[src/rtl/pfa_pkg.sv]
// Package for the page frame allocator: pool geometry, codes, payload and control types.
// Used by every module of the block but pfa_ram; depends on nothing.
package pfa_pkg;

    localparam int POOL_FRAMES     = 256;
    localparam int POOL_BASE_FRAME = 768;
    localparam int PAGE_SHIFT      = 12;

    localparam int ROW_BITS = 32;
    localparam int BIT_W    = 5;
    localparam int ROWS     = (POOL_FRAMES + ROW_BITS - 1) / ROW_BITS;
    localparam int ROW_AW   = (ROWS > 1) ? $clog2(ROWS) : 1;
    localparam int SLOT_W   = ROW_AW + BIT_W;

    localparam logic [31:0] POOL_BASE32 = 32'(POOL_BASE_FRAME);
    localparam logic [31:0] POOL_END32  = 32'(POOL_BASE_FRAME + POOL_FRAMES);

    typedef enum logic {
        KIND_ALLOC = 1'b0,
        KIND_FREE  = 1'b1
    } kind_t;

    typedef enum logic [1:0] {
        ST_OK          = 2'd0,
        ST_NOMEM       = 2'd1,
        ST_DOUBLE_FREE = 2'd2,
        ST_OUTSIDE     = 2'd3
    } status_t;

    typedef struct packed {
        kind_t       kind;
        logic [31:0] page_addr;
    } pfa_in_t;

    typedef struct packed {
        status_t     status;
        logic [31:0] alloc_addr;
    } pfa_out_t;

    typedef enum logic [1:0] {
        FSM_IDLE,
        FSM_CHECK,
        FSM_MODIFY,
        FSM_RESP
    } fsm_state_t;

    typedef struct packed {
        logic ready;
        logic check;
        logic modify;
        logic load_out;
    } pfa_ctrl_t;

    // Bits of a bitmap row that lie beyond the end of the pool; they always read as used.
    function automatic logic [ROW_BITS-1:0] pad_mask(input logic [ROW_AW-1:0] row);
        int                  first;
        logic [ROW_BITS-1:0] m;
        first = int'(row) * ROW_BITS;
        for (int b = 0; b < ROW_BITS; b++) begin
            m[b] = ((first + b) >= POOL_FRAMES);
        end
        return m;
    endfunction

endpackage

[src/rtl/pfa_ram.sv]
// Generic single-write, single-read synchronous RAM with a registered read port.
// Standalone; no package dependencies.
module pfa_ram #(
    parameter int WIDTH = 32,
    parameter int DEPTH = 8,
    localparam int ADDR_W = (DEPTH > 1) ? $clog2(DEPTH) : 1
) (
    input  logic              aclk,
    input  logic              we,
    input  logic [ADDR_W-1:0] waddr,
    input  logic [WIDTH-1:0]  wdata,
    input  logic              re,
    input  logic [ADDR_W-1:0] raddr,
    output logic [WIDTH-1:0]  rdata
);

    logic [WIDTH-1:0] mem [DEPTH];
    logic [WIDTH-1:0] rdata_reg;

    always_ff @(posedge aclk) begin
        if (we) begin
            mem[waddr] <= wdata;
        end
        if (re) begin
            rdata_reg <= mem[raddr];
        end
    end

    assign rdata = rdata_reg;

endmodule

[src/rtl/pfa_ctrl.sv]
// Request sequencer of the page frame allocator: capture, check, read-modify-write, respond.
// Depends on pfa_pkg.
module pfa_ctrl
    import pfa_pkg::*;
(
    input  logic      aclk,
    input  logic      aresetn,
    input  logic      s_valid,
    input  logic      out_free,
    input  logic      skip,
    output pfa_ctrl_t ctrl
);

    fsm_state_t state_reg;
    fsm_state_t state_next;

    always_ff @(posedge aclk) begin
        if (!aresetn) begin
            state_reg <= FSM_IDLE;
        end else begin
            state_reg <= state_next;
        end
    end

    always_comb begin
        state_next = state_reg;
        case (state_reg)
            FSM_IDLE: begin
                if (s_valid) begin
                    state_next = FSM_CHECK;
                end
            end
            FSM_CHECK: begin
                state_next = skip ? FSM_RESP : FSM_MODIFY;
            end
            FSM_MODIFY: begin
                state_next = FSM_RESP;
            end
            FSM_RESP: begin
                if (out_free) begin
                    state_next = FSM_IDLE;
                end
            end
            default: begin
                state_next = FSM_IDLE;
            end
        endcase
    end

    always_comb begin
        ctrl = '0;
        case (state_reg)
            FSM_IDLE:   ctrl.ready    = 1'b1;
            FSM_CHECK:  ctrl.check    = 1'b1;
            FSM_MODIFY: ctrl.modify   = 1'b1;
            FSM_RESP:   ctrl.load_out = out_free;
            default:    ctrl          = '0;
        endcase
    end

endmodule

[src/rtl/pfa_map.sv]
// Frame occupancy store: bitmap RAM, per-row valid and full flags, search and update.
// Depends on pfa_pkg and pfa_ram.
module pfa_map
    import pfa_pkg::*;
(
    input  logic      aclk,
    input  logic      aresetn,
    input  pfa_ctrl_t ctrl,
    input  pfa_in_t   req,
    output logic      skip,
    output pfa_out_t  result
);

    logic [ROWS-1:0]     row_valid_reg;
    logic [ROWS-1:0]     row_full_reg;
    logic [ROW_AW-1:0]   row_reg;
    logic [BIT_W-1:0]    bit_reg;
    pfa_out_t            res_reg;

    logic                any_free;
    logic [ROW_AW-1:0]   free_row;
    logic [31:0]         frame32;
    logic [31:0]         slot32;
    logic                in_pool;
    logic [SLOT_W-1:0]   slot;
    logic [ROW_AW-1:0]   sel_row;
    logic [BIT_W-1:0]    sel_bit;

    logic [ROW_BITS-1:0] rdata;
    logic [ROW_BITS-1:0] row_data;
    logic [ROW_BITS-1:0] pad;
    logic [ROW_BITS-1:0] occ;
    logic [BIT_W-1:0]    free_bit;
    logic [ROW_BITS-1:0] new_data;
    logic                new_full;
    logic [31:0]         frame_sum;
    pfa_out_t            mod_res;

    always_comb begin
        any_free = ~&row_full_reg;
        free_row = '0;
        for (int r = ROWS - 1; r >= 0; r--) begin
            if (!row_full_reg[r]) begin
                free_row = ROW_AW'(r);
            end
        end
    end

    assign frame32 = req.page_addr >> PAGE_SHIFT;
    assign in_pool = (frame32 >= POOL_BASE32) && (frame32 < POOL_END32);
    assign slot32  = frame32 - POOL_BASE32;
    assign slot    = slot32[SLOT_W-1:0];

    assign sel_row = (req.kind == KIND_ALLOC) ? free_row : slot[SLOT_W-1:BIT_W];
    assign sel_bit = slot[BIT_W-1:0];
    assign skip    = (req.kind == KIND_ALLOC) ? !any_free : !in_pool;

    pfa_ram #(
        .WIDTH(ROW_BITS),
        .DEPTH(ROWS)
    ) u_bitmap (
        .aclk  (aclk),
        .we    (ctrl.modify),
        .waddr (row_reg),
        .wdata (new_data),
        .re    (ctrl.check && !skip),
        .raddr (sel_row),
        .rdata (rdata)
    );

    always_comb begin
        row_data = row_valid_reg[row_reg] ? rdata : '0;
        pad      = pad_mask(row_reg);
        occ      = row_data | pad;
        free_bit = '0;
        for (int b = ROW_BITS - 1; b >= 0; b--) begin
            if (!occ[b]) begin
                free_bit = BIT_W'(b);
            end
        end
        frame_sum = POOL_BASE32 + 32'({row_reg, free_bit});
        mod_res   = '0;
        if (req.kind == KIND_ALLOC) begin
            new_data           = row_data | (ROW_BITS'(1) << free_bit);
            mod_res.status     = ST_OK;
            mod_res.alloc_addr = frame_sum << PAGE_SHIFT;
        end else begin
            new_data       = row_data & ~(ROW_BITS'(1) << bit_reg);
            mod_res.status = row_data[bit_reg] ? ST_OK : ST_DOUBLE_FREE;
        end
        new_full = &(new_data | pad);
    end

    always_ff @(posedge aclk) begin
        if (!aresetn) begin
            row_valid_reg <= '0;
            row_full_reg  <= '0;
        end else if (ctrl.modify) begin
            row_valid_reg[row_reg] <= 1'b1;
            row_full_reg[row_reg]  <= new_full;
        end
    end

    always_ff @(posedge aclk) begin
        if (ctrl.check) begin
            row_reg           <= sel_row;
            bit_reg           <= sel_bit;
            res_reg.status    <= (req.kind == KIND_ALLOC) ? ST_NOMEM : ST_OUTSIDE;
            res_reg.alloc_addr <= '0;
        end else if (ctrl.modify) begin
            res_reg <= mod_res;
        end
    end

    assign result = res_reg;

endmodule

[src/rtl/page_frame_allocator_unit.sv]
// Page frame allocator: a pool of page frames with a reference count each, served one request
// at a time; the top level holds the request and result registers.
// Depends on pfa_pkg, pfa_ctrl, pfa_map and pfa_ram.
//
// A request is held from its transfer, and when it touches the occupancy bitmap its result
// passes the row search or pool range check with the bitmap RAM read, the write back, and the
// result load, in that order. A request that is rejected early (pool exhausted or address
// outside the pool) skips the write back. The result load waits while the result channel is
// busy, and the block takes no new request before the result of the last one is loaded; the
// single bitmap RAM read-modify-write sets this. A new request is taken while the previous
// result still waits on the result channel. Since a count only ever moves between zero and
// one, each frame's count is kept as one bit in a RAM of 32-bit rows, with a full flag per
// row to find the lowest free frame. Per-row valid flags make the pool empty right after
// reset, so no clearing pass is needed.
module page_frame_allocator_unit
    import pfa_pkg::*;
(
    input  logic     aclk,
    input  logic     aresetn,
    input  logic     s_valid,
    output logic     s_ready,
    input  pfa_in_t  s_data,
    output logic     m_valid,
    input  logic     m_ready,
    output pfa_out_t m_data
);

    pfa_ctrl_t ctrl;
    pfa_in_t   req_reg;
    logic      m_valid_reg;
    pfa_out_t  m_data_reg;
    logic      out_free;
    logic      skip;
    pfa_out_t  result;

    assign out_free = !m_valid_reg || m_ready;

    pfa_ctrl u_ctrl (
        .aclk     (aclk),
        .aresetn  (aresetn),
        .s_valid  (s_valid),
        .out_free (out_free),
        .skip     (skip),
        .ctrl     (ctrl)
    );

    pfa_map u_map (
        .aclk    (aclk),
        .aresetn (aresetn),
        .ctrl    (ctrl),
        .req     (req_reg),
        .skip    (skip),
        .result  (result)
    );

    always_ff @(posedge aclk) begin
        if (s_valid && ctrl.ready) begin
            req_reg <= s_data;
        end
        if (ctrl.load_out) begin
            m_data_reg <= result;
        end
    end

    always_ff @(posedge aclk) begin
        if (!aresetn) begin
            m_valid_reg <= 1'b0;
        end else if (ctrl.load_out) begin
            m_valid_reg <= 1'b1;
        end else if (m_ready) begin
            m_valid_reg <= 1'b0;
        end
    end

    assign s_ready = ctrl.ready;
    assign m_valid = m_valid_reg;
    assign m_data  = m_data_reg;

endmodule

[config.mk]
export PLATFORM = sky130hd
export DESIGN_NAME = page_frame_allocator_unit
export DESIGN_NICKNAME = d
export VERILOG_FILES = /design/src/rtl/pfa_pkg.sv /design/src/rtl/pfa_ram.sv /design/src/rtl/pfa_ctrl.sv /design/src/rtl/pfa_map.sv /design/src/rtl/page_frame_allocator_unit.sv
export SDC_FILE = /design/constraint.sdc
export NUM_CORES = 1
export LEC_CHECK = 0
export ABC_AREA = 1
export BUFFER_PORTS_ARGS = -buffer_cell sky130_fd_sc_hd__buf_2
export CORE_ASPECT_RATIO = 1.5
export CORE_MARGIN = 8
export CORE_UTILIZATION = 30
export DETAILED_ROUTE_END_ITERATION = 8
export GPL_ROUTABILITY_DRIVEN = 0
export PLACE_DENSITY = 0.55
export SLEW_MARGIN = 5
export SYNTH_ARGS = -nofsm -noshare
export SYNTH_HDL_FRONTEND = slang
export SYNTH_SLANG_ARGS = --single-unit
export TNS_END_PERCENT = 20
[constraint.sdc]
create_clock -name aclk -period 4.4 [get_ports aclk]
set_input_delay 1.1 -clock aclk [delete_from_list [all_inputs] [get_ports aclk]]
set_output_delay 1.1 -clock aclk [all_outputs]
set_load 0.005 [all_outputs]
==> run summary <==
Minimum clock period = 4190 ps
Residual DRC count = 0
Final setup viols = 0
Worst setup margin = 210 ps
Place WS = 107 ps
H-tree Lvls = 1
Clk pin slew, worst setup/hold paths = 70 ps
# clock sinks = 358
Die Footprint = 58200 um2
Seq/Total Area, Yosys = 68.9%
Max-Cap Viols = 0
GRT Resource Usage Total = 13.2%
Max FFs per register = 256
Total grt overflow = 0
Slowest cell delay on critical path = 530 ps
Drt pass-1 iters = 7
Slew HR = 27.6%
GRT met3 Usage = 1.80%
Multi-input combinational cell area = 4270 um2
Critical path type = flip-flop to flip-flop
FF-to-FF setup slack = 210 ps
Initial core utilization = 30.2%
Yosys top cell area share = 65.2%
Synth Warn # = 0
R2r endpoint = u_map.row_full_reg[7]$_SDFFE_PN0P_
Gr busiest metal = met2
FF/Latch Area = 10500 um2
Leakage = 5.99 nW
Slowest-stage cell, CP = edfxtp_1
Worst endpoint data arrival time = 4720 ps
Synth area leader = edfxtp_1
Outcome = finished, final reports clean
Mapped Avg Cell Area = 11.3 um2
Layout cells sized above 1 = 14.2%
Crit path capture type = flip-flop
Site row count = 101
Slew @ Worst Pin = 1090 ps
CTS max path bufs = 3
CTS Root Buffer Type = clkbuf_16
Area contributors post-synth = edfxtp_1, nor2_1, o21ai_0
Layout fillers = 5020
Clk Latency, worst-skew pair = 590 ps
Clock Skews = 30.7 ps
Peak VDD IR = 381 uV
Final Hold Viols = 0
Die Span X = 200 um
Worst EP required = 4930 ps
Register bit total from synthesis = 358
Die Ht = 292 um
Buffers on Ports = 38
Vias in the first global route = 10300
Synth cell types = 45
Core Region = 50300 um2
Startpoint Class = flip-flop
N_diodes = 0
CTS Buf Count = 31
Maximum fanout count along the critical path = 8
Fmax achieved = 239 MHz
Synthesis-to-layout area growth = 15.3%
Cells after DPL = 2041
Vias = 10300
Count of pins over their slew limit = 0
Reg2reg start = u_map.row_reg[0]$_DFFE_PP_
Final WL = 39300 um
Avg WL per Cell = 18.7 um
HP Class = flip-flop to flip-flop
Global routing usage on met1 = 14.6%
Routed Antenna Nets = 0
Dpl hpwl = 25000 um
Via density per instance = 4.90
Synthesized cell area = 15200 um2
Initial antenna violation count = 0
PD cells = 560 nW/um2
Drt initial violations = 697
Nets@finish = 1451
Worst-case reg-to-reg path depth = 31
Pin count of the biggest net entering global routing = 78
Met2 Use GR = 24.3%
Non-Filler Instances = 2101
Fin crit share = 95.2%
CTS tree = done
Top Ports = 73
Cells after Synth = 1340
CP endpoint = u_map.row_full_reg[7]$_SDFFE_PN0P_
CP startpoint = u_map.row_reg[0]$_DFFE_PP_
Global-route wire length before repair = 59400 um
==> Yosys cell counts (all sizes together) <==
master,n
inv,73
dfxtp,28
or2,2
conb,1
edfxtp,330
o311ai,1
ha,4
buf,33
and3,1
nand3,60
nor2,247
o22ai,35
o21ai,179
a21oi,30
o21bai,33
nand2,156
nand4,6
o221ai,1
a21boi,1
nor3,6
clkbuf,55
a31oi,35
clkinv,3
o211ai,12
a221oi,2
nor4,4
a32o,1
o41ai,1
==> stage by stage <==
| step | total power [W] | setup TNS (ps) | instance area (um2) | utilization (%) | hold WS, ps |
|---|---|---|---|---|---|
| floorplan | 0.00623 | 0 | 15300 | - | 400 |
| global placement | 0.00721 | 0 | 16400 | 32.7 | 404 |
| detailed placement | 0.00727 | 0 | 16400 | 32.7 | 412 |
| CTS | 0.00984 | 0 | 17400 | 34.6 | 431 |
| global route | 0.0103 | -90.5 | 17500 | 34.8 | 436 |
| finish | 0.00981 | 0 | 17500 | 34.8 | 418 |
==> what timing repair did <==
| action | CTS | global route |
|---|---|---|
| hold buffers | 0 | 0 |
| setup endpoints to repair | 0 | 8 |
| setup buffers | 0 | 5 |
| gates resized for setup | 0 | 24 |
==> power breakdown <==
part           internal (W)  switching [W]  total (W)
Combinational      0.000772        0.00183    0.00260
Sequential          0.00444       0.000205    0.00464
Clock               0.00140        0.00116    0.00257
==> kinds of logic (layout without fill, tap and decap cells) <==
kind of cell             Yosys count  after routing  share of synthesized area [%]
AND/OR/NAND/NOR                  482            482                           13.3
other                              1             22                         0.0247
buffers and inverters            164            235                           4.78
adder cells (fa/ha/maj)            4              4                          0.329
flip-flops                       358            358                           68.9
AO/OA/AOI/OAI                    331            331                           12.7
==> worst max-delay path, delay by kind of cell, from the launching register on <==
kind,cells,cell delay (ps)
buffers and inverters,1,140
AND/OR/NAND/NOR,28,3070
flip-flops,1,530
AO/OA/AOI/OAI,2,370
==> placed cells by master (no fill, tap or decap), drive strengths merged <==
| master | instances |
|---|---|
| o22ai | 35 |
| a31oi | 35 |
| nand4 | 6 |
| o311ai | 1 |
| o211ai | 12 |
| o21ai | 179 |
| edfxtp | 330 |
| buf | 104 |
| clkinvlp | 2 |
| a32o | 1 |
| and3 | 1 |
| a21oi | 30 |
| nor3 | 6 |
| o21bai | 33 |
| nor4 | 4 |
| clkbuf | 40 |
| o41ai | 1 |
| bufinv | 2 |
| nand2 | 156 |
| a221oi | 2 |
| ha | 4 |
| nor2 | 247 |
| o221ai | 1 |
| clkinv | 15 |
| conb | 22 |
| nand3 | 60 |
| dfxtp | 28 |
| inv | 72 |
| or2 | 2 |
| a21boi | 1 |
==> routing by layer <==
layer | vias to the layer above | routed length, um
met5 | - | 0
met2 | 312 | 20600
met4 | 0 | 1660
li1 | 4866 | -
met3 | 105 | 2170
met1 | 5005 | 14900
==> cell type report <==
class	instances	share of cell area [%]
clock buffers	40	4.62
clock inverters	15	0.707
inverters	76	1.65
multi-input cells	839	24.4
flip-flops and latches	358	59.8
well taps	669	4.78
repair buffers	104	4.08
==> worst min-delay path by stage <==
stage | start | to | slack, ps | cells past startpoint
after global routing | req_reg[16]$_DFFE_PP_ | u_map.bit_reg[4]$_DFFE_PP_ | 440 | 0
after detailed placement | req_reg[16]$_DFFE_PP_ | u_map.bit_reg[4]$_DFFE_PP_ | 410 | 0
after floorplan | u_map.result[32]$_SDFFCE_PP1P_ | m_data[32]$_DFFE_PP_ | 400 | 0
after CTS | u_map.result[18]$_SDFFE_PP0P_ | m_data[18]$_DFFE_PP_ | 430 | 0
after global placement | req_reg[13]$_DFFE_PP_ | u_map.bit_reg[1]$_DFFE_PP_ | 400 | 0
final | req_reg[16]$_DFFE_PP_ | u_map.bit_reg[4]$_DFFE_PP_ | 420 | 0
(Power assumes the default switching activity.)
